<file path="config.mk">
export PLATFORM = sky130hd
export DESIGN_NAME = fall_posture_stillness_detector
export DESIGN_NICKNAME = d
export VERILOG_FILES = /design/src/fpsd_pkg.sv /design/src/fall_posture_stillness_detector.sv /design/src/fpsd_ctrl.sv /design/src/fpsd_dp.sv
export SDC_FILE = /design/constraint.sdc
export NUM_CORES = 2
export LEC_CHECK = 0
export ABC_AREA = 1
export BUFFER_PORTS_ARGS = -buffer_cell sky130_fd_sc_hd__buf_2
export CORE_ASPECT_RATIO = 0.8
export CORE_MARGIN = 10
export CORE_UTILIZATION = 30
export DETAILED_ROUTE_END_ITERATION = 10
export MAX_ROUTING_LAYER = met4
export PLACE_DENSITY_LB_ADDON = 0.25
export SKIP_CTS_REPAIR_TIMING = 1
export SLEW_MARGIN = 15
export SYNTH_ARGS = -nofsm -noshare
export SYNTH_HDL_FRONTEND = slang
export SYNTH_SLANG_ARGS = --single-unit
</file>
<file path="constraint.sdc">
create_clock -name clk -period 26.6 [get_ports clk]
set_clock_uncertainty 0.2 [all_clocks]
set_input_delay 5.32 -clock clk [delete_from_list [all_inputs] [get_ports clk]]
set_output_delay 5.32 -clock clk [all_outputs]
set_load 0.005 [all_outputs]
</file>
<file path="src/fpsd_pkg.sv">
`timescale 1ns / 1ps
// ----------------------------------------------------------------------------
// fpsd_pkg
// Shared types and constants of the fall, posture and stillness detector.
// ----------------------------------------------------------------------------
package fpsd_pkg;

  // port widths
  localparam int unsigned IN_TDATA_W  = 80;
  localparam int unsigned OUT_TDATA_W = 24;
  localparam int unsigned CFG_INDEX_W = 3;
  localparam int unsigned CFG_DATA_W  = 17;

  // configuration register indexes
  localparam logic [CFG_INDEX_W-1:0] REG_UPRIGHT_MIN      = 3'd0;
  localparam logic [CFG_INDEX_W-1:0] REG_HORIZONTAL_MAX   = 3'd1;
  localparam logic [CFG_INDEX_W-1:0] REG_FREE_FALL_LEVEL  = 3'd2;
  localparam logic [CFG_INDEX_W-1:0] REG_IMPACT_LEVEL     = 3'd3;
  localparam logic [CFG_INDEX_W-1:0] REG_FREE_FALL_MIN_MS = 3'd4;
  localparam logic [CFG_INDEX_W-1:0] REG_STILL_TOLERANCE  = 3'd5;
  localparam logic [CFG_INDEX_W-1:0] REG_STILL_TIME_MS    = 3'd6;
  localparam logic [CFG_INDEX_W-1:0] REG_FILTER_ALPHA     = 3'd7;

  // configuration reset values
  localparam logic [14:0] UPRIGHT_MIN_RST      = 15'd10650;
  localparam logic [15:0] HORIZONTAL_MAX_RST   = 16'd12288;
  localparam logic [15:0] FREE_FALL_LEVEL_RST  = 16'd6554;
  localparam logic [15:0] IMPACT_LEVEL_RST     = 16'd40960;
  localparam logic [15:0] FREE_FALL_MIN_MS_RST = 16'd100;
  localparam logic [15:0] STILL_TOLERANCE_RST  = 16'd1311;
  localparam logic [15:0] STILL_TIME_MS_RST    = 16'd3000;
  localparam logic [16:0] FILTER_ALPHA_RST     = 17'd3277;

  // filter weight of one in Q1.16
  localparam logic [16:0] ALPHA_ONE = 17'd65536;

  // one g, the magnitude held before the first sample
  localparam logic [15:0] MAG_ONE_G = 16'd16384;

  // square root: two radicand bits and one result bit a step, top trial bit
  localparam int unsigned        ROOT_STEPS    = 16;
  localparam logic [31:0]        ROOT_BIT_INIT = 32'h4000_0000;

  // axis codes
  localparam logic [1:0] AXIS_X = 2'd0;
  localparam logic [1:0] AXIS_Y = 2'd1;
  localparam logic [1:0] AXIS_Z = 2'd2;

  // operand selection of the shared multiplier
  typedef enum logic [2:0] {
    MUL_SQ,    // square of the selected raw axis
    MUL_ALO,   // low part of filter difference times alpha
    MUL_AHI,   // high part of filter difference times alpha
    MUL_HX,    // horizontal x squared
    MUL_HZ,    // horizontal z squared
    MUL_HLIM   // horizontal limit squared
  } mul_src_t;

  // controller to datapath commands
  typedef struct packed {
    logic       load;       // capture a new word, clear the root unit
    logic [1:0] axis;       // axis for squares and the filter
    mul_src_t   mul_src;
    logic       mul_en;     // register a product
    logic       acc_add;    // accumulate a square
    logic       root_step;  // one square root iteration
    logic       diff_en;    // form the filter difference
    logic       prod_lo;    // load low partial product
    logic       prod_hi;    // add shifted high partial product
    logic       filt_upd;   // update the filter of the axis
    logic       hsum_ld;    // load horizontal sum
    logic       hsum_add;   // add to horizontal sum
    logic       commit;     // update detector state and the output word
  } cmd_t;

endpackage

</file>
<file path="src/fall_posture_stillness_detector.sv">
`timescale 1ns / 1ps
// ----------------------------------------------------------------------------
// fall_posture_stillness_detector
// Accelerometer magnitude, posture, two-phase fall and stillness detector.
// ----------------------------------------------------------------------------
// Usage:
//   Input words carry one raw three-axis sample and its millisecond time
//   stamp; each accepted word yields exactly one output word with the
//   vector magnitude and the posture, fall and stillness flags.
//   The config channel writes the eight threshold registers (index 0..7);
//   cfg_ready is always high. Write only while no word is in flight.
//   One word is worked at a time, paced by the sequencer: four steps for
//   the three squares on the shared 25x25 multiplier, 16 square root
//   iterations (one result bit each), five steps per axis filter, three
//   steps for the horizontal magnitude test, one decision step and the
//   idle state, which takes the next word.
//   The output register decouples the sides: a new input word is taken
//   while the previous result waits; if the receiver still stalls when the
//   next result is ready, the sequencer holds in its decision step.
//   Reset (rst_n low, synchronous) restores the register defaults, clears
//   the filters and the fall and motion state, and sets the previous
//   magnitude to one g.
// ----------------------------------------------------------------------------
module fall_posture_stillness_detector (
  input  logic                                  clk,
  input  logic                                  rst_n,
  // accel_x [15:0], accel_y [31:16], accel_z [47:32], now_ms [79:48]
  input  logic [fpsd_pkg::IN_TDATA_W-1:0]       in_tdata,
  input  logic                                  in_tvalid,
  output logic                                  in_tready,
  // magnitude [15:0], upright [16], falling [17], fall_confirmed [18],
  // impact_rejected [19], still [20], zero [23:21]
  output logic [fpsd_pkg::OUT_TDATA_W-1:0]      out_tdata,
  output logic                                  out_tvalid,
  input  logic                                  out_tready,
  input  logic                                  cfg_valid,
  output logic                                  cfg_ready,
  input  logic [fpsd_pkg::CFG_INDEX_W-1:0]      cfg_index,
  input  logic [fpsd_pkg::CFG_DATA_W-1:0]       cfg_data
);

  fpsd_pkg::cmd_t cmd;
  logic [15:0]    magnitude;
  logic           upright, falling, fall_confirmed, impact_rejected, still;

  // registers accept a write every cycle
  assign cfg_ready = 1'b1;

  fpsd_ctrl u_ctrl (
    .clk        (clk),
    .rst_n      (rst_n),
    .in_tvalid  (in_tvalid),
    .in_tready  (in_tready),
    .out_tvalid (out_tvalid),
    .out_tready (out_tready),
    .cmd        (cmd)
  );

  fpsd_dp u_dp (
    .clk             (clk),
    .rst_n           (rst_n),
    .cmd             (cmd),
    .accel_x         (in_tdata[15:0]),
    .accel_y         (in_tdata[31:16]),
    .accel_z         (in_tdata[47:32]),
    .now_ms          (in_tdata[79:48]),
    .cfg_we          (cfg_valid && cfg_ready),
    .cfg_index       (cfg_index),
    .cfg_data        (cfg_data),
    .magnitude       (magnitude),
    .upright         (upright),
    .falling         (falling),
    .fall_confirmed  (fall_confirmed),
    .impact_rejected (impact_rejected),
    .still           (still)
  );

  // pack the result word, lowest field first
  assign out_tdata = {3'b000, still, impact_rejected, fall_confirmed, falling,
                      upright, magnitude};

`ifndef SYNTHESIS
  // one word at a time: the sequencer leaves idle right after taking a word
  a_one_word: assert property (@(posedge clk) disable iff (!rst_n)
    (in_tvalid && in_tready) |=> !in_tready)
    else $error("input taken while a word is in flight");

  // a new result appears only from the decision step, never from idle
  a_result_from_work: assert property (@(posedge clk) disable iff (!rst_n)
    $rose(out_tvalid) |-> $past(!in_tready))
    else $error("result raised without a word in work");
`endif

endmodule

</file>
<file path="src/fpsd_ctrl.sv">
`timescale 1ns / 1ps
// ----------------------------------------------------------------------------
// fpsd_ctrl
// Sequencer: steps the datapath through squares, root, filters and decision.
// ----------------------------------------------------------------------------
module fpsd_ctrl (
  input  logic           clk,
  input  logic           rst_n,
  input  logic           in_tvalid,
  output logic           in_tready,
  output logic           out_tvalid,
  input  logic           out_tready,
  output fpsd_pkg::cmd_t cmd
);

  typedef enum logic [2:0] {
    S_IDLE,
    S_SQ,
    S_ROOT,
    S_FILT,
    S_HOR,
    S_FIN
  } state_t;

  localparam logic [3:0] SQ_LAST   = 4'd3;
  localparam logic [3:0] ROOT_LAST = 4'(fpsd_pkg::ROOT_STEPS - 1);
  localparam logic [3:0] FILT_LAST = 4'd4;
  localparam logic [3:0] HOR_LAST  = 4'd2;

  state_t     state_r, state_nxt;
  logic [3:0] cnt_r, cnt_nxt;
  logic [1:0] axis_r, axis_nxt;
  logic       out_valid_r, out_valid_nxt;
  logic       fin_go;

  assign fin_go     = !out_valid_r || out_tready;
  assign in_tready  = (state_r == S_IDLE);
  assign out_tvalid = out_valid_r;

  always_comb begin
    state_nxt     = state_r;
    cnt_nxt       = cnt_r;
    axis_nxt      = axis_r;
    out_valid_nxt = out_valid_r && !out_tready;
    cmd           = '0;
    cmd.mul_src   = fpsd_pkg::MUL_SQ;
    case (state_r)
      S_IDLE: begin
        if (in_tvalid) begin
          cmd.load  = 1'b1;
          cnt_nxt   = '0;
          state_nxt = S_SQ;
        end
      end
      S_SQ: begin
        // product of step k is accumulated at step k+1
        cmd.axis    = cnt_r[1:0];
        cmd.mul_src = fpsd_pkg::MUL_SQ;
        cmd.mul_en  = (cnt_r != SQ_LAST);
        cmd.acc_add = (cnt_r != 4'd0);
        if (cnt_r == SQ_LAST) begin
          cnt_nxt   = '0;
          state_nxt = S_ROOT;
        end else begin
          cnt_nxt = cnt_r + 4'd1;
        end
      end
      S_ROOT: begin
        cmd.root_step = 1'b1;
        if (cnt_r == ROOT_LAST) begin
          cnt_nxt   = '0;
          axis_nxt  = fpsd_pkg::AXIS_X;
          state_nxt = S_FILT;
        end else begin
          cnt_nxt = cnt_r + 4'd1;
        end
      end
      S_FILT: begin
        cmd.axis = axis_r;
        case (cnt_r)
          4'd0: cmd.diff_en = 1'b1;
          4'd1: begin
            cmd.mul_src = fpsd_pkg::MUL_ALO;
            cmd.mul_en  = 1'b1;
          end
          4'd2: begin
            cmd.mul_src = fpsd_pkg::MUL_AHI;
            cmd.mul_en  = 1'b1;
            cmd.prod_lo = 1'b1;
          end
          4'd3: cmd.prod_hi = 1'b1;
          4'd4: cmd.filt_upd = 1'b1;
          default: ;
        endcase
        if (cnt_r == FILT_LAST) begin
          cnt_nxt = '0;
          if (axis_r == fpsd_pkg::AXIS_Z) begin
            state_nxt = S_HOR;
          end else begin
            axis_nxt = axis_r + 2'd1;
          end
        end else begin
          cnt_nxt = cnt_r + 4'd1;
        end
      end
      S_HOR: begin
        cmd.mul_en = 1'b1;
        case (cnt_r)
          4'd0: cmd.mul_src = fpsd_pkg::MUL_HX;
          4'd1: begin
            cmd.mul_src = fpsd_pkg::MUL_HZ;
            cmd.hsum_ld = 1'b1;
          end
          4'd2: begin
            cmd.mul_src  = fpsd_pkg::MUL_HLIM;
            cmd.hsum_add = 1'b1;
          end
          default: cmd.mul_en = 1'b0;
        endcase
        if (cnt_r == HOR_LAST) begin
          cnt_nxt   = '0;
          state_nxt = S_FIN;
        end else begin
          cnt_nxt = cnt_r + 4'd1;
        end
      end
      S_FIN: begin
        // hold until the output register is free
        if (fin_go) begin
          cmd.commit    = 1'b1;
          out_valid_nxt = 1'b1;
          state_nxt     = S_IDLE;
        end
      end
      default: state_nxt = S_IDLE;
    endcase
  end

  always_ff @(posedge clk) begin
    if (!rst_n) begin
      state_r     <= S_IDLE;
      cnt_r       <= '0;
      axis_r      <= fpsd_pkg::AXIS_X;
      out_valid_r <= 1'b0;
    end else begin
      state_r     <= state_nxt;
      cnt_r       <= cnt_nxt;
      axis_r      <= axis_nxt;
      out_valid_r <= out_valid_nxt;
    end
  end

endmodule

</file>
<file path="src/fpsd_dp.sv">
`timescale 1ns / 1ps
// ----------------------------------------------------------------------------
// fpsd_dp
// Datapath: shared multiplier, square root, axis filters, detector state.
// ----------------------------------------------------------------------------
module fpsd_dp (
  input  logic                                clk,
  input  logic                                rst_n,
  input  fpsd_pkg::cmd_t                      cmd,
  input  logic signed [15:0]                  accel_x,
  input  logic signed [15:0]                  accel_y,
  input  logic signed [15:0]                  accel_z,
  input  logic        [31:0]                  now_ms,
  input  logic                                cfg_we,
  input  logic [fpsd_pkg::CFG_INDEX_W-1:0]    cfg_index,
  input  logic [fpsd_pkg::CFG_DATA_W-1:0]     cfg_data,
  output logic [15:0]                         magnitude,
  output logic                                upright,
  output logic                                falling,
  output logic                                fall_confirmed,
  output logic                                impact_rejected,
  output logic                                still
);

  function automatic logic [32:0] abs33(input logic [32:0] v);
    logic [32:0] r;
    r = v;
    if (v[32]) r = ~v + 33'd1;
    return r;
  endfunction

  // configuration
  logic [14:0] upright_min_r;
  logic [15:0] horizontal_max_r;
  logic [15:0] free_fall_level_r;
  logic [15:0] impact_level_r;
  logic [15:0] free_fall_min_ms_r;
  logic [15:0] still_tolerance_r;
  logic [15:0] still_time_ms_r;
  logic [16:0] filter_alpha_r;

  // captured word
  logic signed [15:0] ax_r, ay_r, az_r;
  logic        [31:0] now_r;

  // arithmetic
  logic signed [49:0] mul_r;
  logic        [31:0] acc_r;
  logic        [31:0] res_r;
  logic        [31:0] bit_r;
  logic signed [33:0] diff_r;
  logic signed [49:0] prod_r;
  logic        [47:0] hsum_r;

  // detector state
  logic signed [32:0] filt_x_r, filt_y_r, filt_z_r;
  logic               in_ff_r, in_ff_nxt;
  logic        [31:0] ff_start_r, ff_start_nxt;
  logic        [15:0] prev_mag_r;
  logic        [31:0] last_motion_r, last_motion_nxt;

  // output word
  logic [15:0] out_mag_r;
  logic        out_upright_r, out_falling_r, out_conf_r, out_rej_r, out_still_r;

  logic signed [15:0] sel_raw;
  logic signed [32:0] sel_filt;
  logic        [16:0] alpha_eff;
  logic signed [24:0] mul_a, mul_b;
  logic        [32:0] abs_x, abs_y, abs_z;
  logic        [23:0] hx, hz;
  logic        [31:0] trial;
  logic        [33:0] filt_new;
  logic        [15:0] mag, delta;
  logic               mag_lt, mag_gt, impact, long_fall, upright_c, still_c, conf_c, rej_c;
  logic        [31:0] dur;

  always_comb begin
    case (cmd.axis)
      fpsd_pkg::AXIS_X: begin
        sel_raw  = ax_r;
        sel_filt = filt_x_r;
      end
      fpsd_pkg::AXIS_Y: begin
        sel_raw  = ay_r;
        sel_filt = filt_y_r;
      end
      fpsd_pkg::AXIS_Z: begin
        sel_raw  = az_r;
        sel_filt = filt_z_r;
      end
      default: begin
        sel_raw  = '0;
        sel_filt = '0;
      end
    endcase
  end

  assign alpha_eff = (filter_alpha_r > fpsd_pkg::ALPHA_ONE) ? fpsd_pkg::ALPHA_ONE
                                                            : filter_alpha_r;
  assign abs_x = abs33(filt_x_r);
  assign abs_y = abs33(filt_y_r);
  assign abs_z = abs33(filt_z_r);
  assign hx    = abs_x[31:8];
  assign hz    = abs_z[31:8];

  always_comb begin
    case (cmd.mul_src)
      fpsd_pkg::MUL_SQ: begin
        mul_a = {{9{sel_raw[15]}}, sel_raw};
        mul_b = mul_a;
      end
      fpsd_pkg::MUL_ALO: begin
        mul_a = {8'd0, diff_r[16:0]};
        mul_b = {8'd0, alpha_eff};
      end
      fpsd_pkg::MUL_AHI: begin
        mul_a = {{8{diff_r[33]}}, diff_r[33:17]};
        mul_b = {8'd0, alpha_eff};
      end
      fpsd_pkg::MUL_HX: begin
        mul_a = {1'b0, hx};
        mul_b = mul_a;
      end
      fpsd_pkg::MUL_HZ: begin
        mul_a = {1'b0, hz};
        mul_b = mul_a;
      end
      fpsd_pkg::MUL_HLIM: begin
        mul_a = {9'd0, horizontal_max_r};
        mul_b = mul_a;
      end
      default: begin
        mul_a = '0;
        mul_b = '0;
      end
    endcase
  end

  assign trial    = res_r + bit_r;
  assign filt_new = {sel_filt[32], sel_filt} + prod_r[49:16];

  // decision on the finished word
  assign mag       = res_r[15:0];
  assign mag_lt    = mag < free_fall_level_r;
  assign mag_gt    = mag > free_fall_level_r;
  assign impact    = in_ff_r && !mag_lt && (mag > impact_level_r);
  assign dur       = now_r - ff_start_r;
  assign long_fall = dur >= {16'd0, free_fall_min_ms_r};
  assign conf_c    = impact && long_fall;
  assign rej_c     = impact && !long_fall;
  assign upright_c = (abs_y > {2'b00, upright_min_r, 16'd0}) &&
                     (hsum_r < {mul_r[31:0], 16'd0});

  always_comb begin
    in_ff_nxt    = in_ff_r;
    ff_start_nxt = ff_start_r;
    if (mag_lt) begin
      in_ff_nxt = 1'b1;
      if (!in_ff_r) ff_start_nxt = now_r;
    end else if (mag_gt) begin
      in_ff_nxt = 1'b0;
    end
  end

  assign delta           = (mag > prev_mag_r) ? (mag - prev_mag_r) : (prev_mag_r - mag);
  assign last_motion_nxt = (delta > still_tolerance_r) ? now_r : last_motion_r;
  assign still_c         = (now_r - last_motion_nxt) >= {16'd0, still_time_ms_r};

  // control state and configuration
  always_ff @(posedge clk) begin
    if (!rst_n) begin
      upright_min_r      <= fpsd_pkg::UPRIGHT_MIN_RST;
      horizontal_max_r   <= fpsd_pkg::HORIZONTAL_MAX_RST;
      free_fall_level_r  <= fpsd_pkg::FREE_FALL_LEVEL_RST;
      impact_level_r     <= fpsd_pkg::IMPACT_LEVEL_RST;
      free_fall_min_ms_r <= fpsd_pkg::FREE_FALL_MIN_MS_RST;
      still_tolerance_r  <= fpsd_pkg::STILL_TOLERANCE_RST;
      still_time_ms_r    <= fpsd_pkg::STILL_TIME_MS_RST;
      filter_alpha_r     <= fpsd_pkg::FILTER_ALPHA_RST;
      filt_x_r           <= '0;
      filt_y_r           <= '0;
      filt_z_r           <= '0;
      in_ff_r            <= 1'b0;
      ff_start_r         <= '0;
      prev_mag_r         <= fpsd_pkg::MAG_ONE_G;
      last_motion_r      <= '0;
    end else begin
      if (cfg_we) begin
        case (cfg_index)
          fpsd_pkg::REG_UPRIGHT_MIN:      upright_min_r      <= cfg_data[14:0];
          fpsd_pkg::REG_HORIZONTAL_MAX:   horizontal_max_r   <= cfg_data[15:0];
          fpsd_pkg::REG_FREE_FALL_LEVEL:  free_fall_level_r  <= cfg_data[15:0];
          fpsd_pkg::REG_IMPACT_LEVEL:     impact_level_r     <= cfg_data[15:0];
          fpsd_pkg::REG_FREE_FALL_MIN_MS: free_fall_min_ms_r <= cfg_data[15:0];
          fpsd_pkg::REG_STILL_TOLERANCE:  still_tolerance_r  <= cfg_data[15:0];
          fpsd_pkg::REG_STILL_TIME_MS:    still_time_ms_r    <= cfg_data[15:0];
          fpsd_pkg::REG_FILTER_ALPHA:     filter_alpha_r     <= cfg_data;
          default: ;
        endcase
      end
      if (cmd.filt_upd) begin
        case (cmd.axis)
          fpsd_pkg::AXIS_X: filt_x_r <= filt_new[32:0];
          fpsd_pkg::AXIS_Y: filt_y_r <= filt_new[32:0];
          fpsd_pkg::AXIS_Z: filt_z_r <= filt_new[32:0];
          default: ;
        endcase
      end
      if (cmd.commit) begin
        in_ff_r       <= in_ff_nxt;
        ff_start_r    <= ff_start_nxt;
        prev_mag_r    <= mag;
        last_motion_r <= last_motion_nxt;
      end
    end
  end

  // working and output registers
  always_ff @(posedge clk) begin
    if (cmd.load) begin
      ax_r  <= accel_x;
      ay_r  <= accel_y;
      az_r  <= accel_z;
      now_r <= now_ms;
      acc_r <= '0;
      res_r <= '0;
      bit_r <= fpsd_pkg::ROOT_BIT_INIT;
    end
    if (cmd.mul_en) mul_r <= mul_a * mul_b;
    if (cmd.acc_add) acc_r <= acc_r + mul_r[31:0];
    if (cmd.root_step) begin
      if (acc_r >= trial) begin
        acc_r <= acc_r - trial;
        res_r <= (res_r >> 1) + bit_r;
      end else begin
        res_r <= res_r >> 1;
      end
      bit_r <= bit_r >> 2;
    end
    if (cmd.diff_en) diff_r <= {{2{sel_raw[15]}}, sel_raw, 16'd0} - {sel_filt[32], sel_filt};
    if (cmd.prod_lo) prod_r <= mul_r;
    if (cmd.prod_hi) prod_r <= prod_r + (mul_r <<< 17);
    if (cmd.hsum_ld) hsum_r <= mul_r[47:0];
    if (cmd.hsum_add) hsum_r <= hsum_r + mul_r[47:0];
    if (cmd.commit) begin
      out_mag_r     <= mag;
      out_upright_r <= upright_c;
      out_falling_r <= in_ff_nxt;
      out_conf_r    <= conf_c;
      out_rej_r     <= rej_c;
      out_still_r   <= still_c;
    end
  end

  assign magnitude       = out_mag_r;
  assign upright         = out_upright_r;
  assign falling         = out_falling_r;
  assign fall_confirmed  = out_conf_r;
  assign impact_rejected = out_rej_r;
  assign still           = out_still_r;

endmodule
</file>
==> impl_metrics.env <==
export IMPL_fmax_mhz=83.0
export IMPL_die_w_um=561
export IMPL_end_kind="flop"
export IMPL_clk_latency_ps=730
export IMPL_period_needed_ps=12050
export IMPL_layout_setup_ws_ps=14550
export IMPL_ant_nets=0
export IMPL_rsz0062_at_grt="no"
export IMPL_critical_path_max_stage_delay_ps=870
export IMPL_drtPass1Iterations=8
export IMPL_yosysWarnings=0
export IMPL_cts_root_buf="clkbuf_16"
export IMPL_dp_hpwl_um=202000
export IMPL_io_pins=132
export IMPL_min_path_type="flop to flop"
export IMPL_wirelength_um=254000
export IMPL_crit_top_cell="fa_1"
export IMPL_layout_drive_gt1_share_pct=5.49
export IMPL_crit_path_start_kind="flop"
export IMPL_synth_seq_cells=663
export IMPL_dominantRegCellSynth="dfxtp_1"
export IMPL_hold_slack_ps=258
export IMPL_cpMaxStageDelayCell="nand4_1"
export IMPL_crit_type="flop to flop"
export IMPL_cts_buffer_depth=3
export IMPL_gp_congestion=0.964
export IMPL_synth_top_family_by_area="adder cells"
export IMPL_cts_tree="built"
export IMPL_syn_area_um2=70200
export IMPL_die_h_um=453
export IMPL_placed_area_um2=74300
export IMPL_cts_buffers=87
export IMPL_grt_pass1_vias=59267
export IMPL_path_clk_slew_ps=60
export IMPL_status="complete, no violations"
export IMPL_drv_cap=0
export IMPL_fin_area_um2=77300
export IMPL_drc=0
export IMPL_port_buffers=127
export IMPL_cts_sinks=663
export IMPL_synth_simple_area_share_pct=16.3
export IMPL_async_reset_ff_share_pct=0
export IMPL_drt_iter0_markers=5396
export IMPL_maxSlewViolCount=0
export IMPL_seq_area_frac_synth_pct=23.4
export IMPL_via_per_inst=4.99
export IMPL_nets=10408
export IMPL_areaGrowthSynthToFinish_pct=10.1
export IMPL_grt_pass1_wl_um=381000
export IMPL_grt_use_total_pct=20.0
export IMPL_finalCritPeriodShare_pct=45.3
export IMPL_tns_ps=0
export IMPL_synth_compound_area_share_pct=14.8
export IMPL_hold_violations=0
export IMPL_postSynthCellCount=9002
export IMPL_routedWlPerCell_um=20.7
export IMPL_synth_fa_ha_area_share_pct=29.3
export IMPL_initial_utilization_pct=30.2
export IMPL_critPathArrivalTime_ps=12290
export IMPL_antenna_found_initial=11
export IMPL_h_tree_depth=3
export IMPL_setup_viol=0
export IMPL_vias=61174
export IMPL_dp_slack_ps=14720
export IMPL_rows=158
export IMPL_overflow=0
export IMPL_ys_types=79
export IMPL_synth_enable_flop_cells=312
export IMPL_grt_max_degree=168
export IMPL_crit_fanout=32
export IMPL_dieArea_um2=254000
export IMPL_synth_mux_area_share_pct=0.442
export IMPL_n_fill_cell=24601
export IMPL_slew_headroom_pct=16.4
export IMPL_worst_pin_slew_ps=1250
export IMPL_core_um2=232000
export IMPL_required_ps=26840
export IMPL_synth_xor_area_share_pct=4.28
export IMPL_synth_area_per_cell_um2=7.80
## synth_stat cells, types with 128 or more instances
library cell,n,area (um^2)
nor2_1,631,2370
o21ai_0,638,3190
a21oi_1,750,3750
fa_1,659,13200
nand3_1,262,1310
xor2_1,215,1880
edfxtp_1,312,9370
ha_1,588,7360
nand2_1,1598,6000
inv_1,1801,6760
dfxtp_1,351,7030
clkbuf_1,151,567
xnor2_1,128,1120
## metal layers
layer / routed length (um) / part of all wire, % / GRT usage (%) / vias up
met1: 123000 / 49 / 29.4 / 29756
met2: 103000 / 41 / 27.8 / 2092
li1: - / - / - / 29006
met4: 7300 / 2.9 / 5.26 / 0
met3: 20400 / 8.1 / 3.74 / 320
met5: 0 / 0 / - / -
## through the flow
step | utilization (%) | cells
2_1_floorplan | - | 9013
3_3_place_gp | 32.0 | 12087
3_5_place_dp | 32.0 | 12087
4_1_cts | 33.3 | 12249
5_1_grt | 33.3 | 12251
6_report | 33.3 | 12252
## cells by family after synthesis
kind of cell	count (synthesis)
other	2
adders and majority gates	1247
muxes	31
AOI/OAI and AO/OA	1843
xor gates and xnor gates	343
and+or+nand+nor	2767
DFF	663
buffers and inverters	2106
## layout by cell type (no fill, tap or decap), types with 11 or more instances in the layout
master	netlist	routed
inv_1	1801	1797
nand2_1	1598	1594
a21oi_1	750	750
fa_1	659	659
o21ai_0	638	638
nor2_1	631	627
ha_1	588	588
dfxtp_1	351	351
edfxtp_1	312	312
nand3_1	262	261
xor2_1	215	215
xnor2_1	128	128
buf_2	68	126
clkbuf_16	0	91
o211ai_1	89	89
buf_4	18	85
nor3_1	83	82
a31oi_1	68	67
nand4_1	62	62
o21bai_1	48	48
o21a_1	42	42
inv_2	37	38
mux2i_1	31	31
nor4_1	30	30
a21boi_0	24	24
o221ai_1	23	23
a21o_1	22	22
clkinv_2	1	21
clkbuf_1	151	21
a211oi_1	20	20
o21ai_1	20	20
nand2_2	15	19
nor2_2	17	19
or2_2	18	18
a221oi_1	16	16
a22oi_1	15	15
clkinv_1	7	13
conb_1	2	13
nor2_4	10	12
nand3_2	10	11
## final cells by class
class	count	area [um^2]	share of cell area, %
Multi-Input combinational cell	6244	45800	59.3
Sequential cell	663	16400	21.2
Inverter	1847	6940	8.98
Tap cell	3120	3900	5.05
Clock buffer	121	2480	3.21
Timing Repair Buffer	213	1300	1.68
Clock inverter	41	430	0.557
Antenna cell	3	7.51	0.00972
## worst paths after layout
kind	start	to	slack, ps	cells past startpoint
worst max-delay path	u_ctrl.state_r[0]	u_dp.mul_r[47]	14550	37
worst min-delay path	u_dp.ff_start_r[24]	u_dp.ff_start_r[24]	260	2
worst max register to register	u_ctrl.state_r[0]	u_dp.mul_r[47]	14550	37
worst min register to register	u_dp.ff_start_r[24]	u_dp.ff_start_r[24]	260	2
## flip-flops by register name, indices dropped and copies added (netlist names), 17 cells and up
name / cells
u_dp.res_r: 32
u_dp.last_motion_r: 32
u_dp.filt_x_r: 33
u_dp.mul_r: 49
u_dp.hsum_r: 48
u_dp.filter_alpha_r: 17
u_dp.filt_z_r: 33
u_dp.acc_r: 32
u_dp.diff_r: 34
u_dp.now_r: 32
u_dp.ff_start_r: 32
u_dp.filt_y_r: 33
u_dp.prod_r: 33
## critical path: cells and delay by family (launching register included)
| kind | cells | cell delay (ps) |
|---|---|---|
| buffers and inverters | 10 | 2150 |
| AND/OR/NAND/NOR | 8 | 3000 |
| adder cells (fa/ha/maj) | 8 | 3910 |
| flip-flops | 1 | 430 |
| AO/OA/AOI/OAI | 10 | 1880 |
| XOR/XNOR | 1 | 80 |
Power is not shown: default switching activity piles up to over one toggle a cycle in this logic, so the estimate is an artifact.
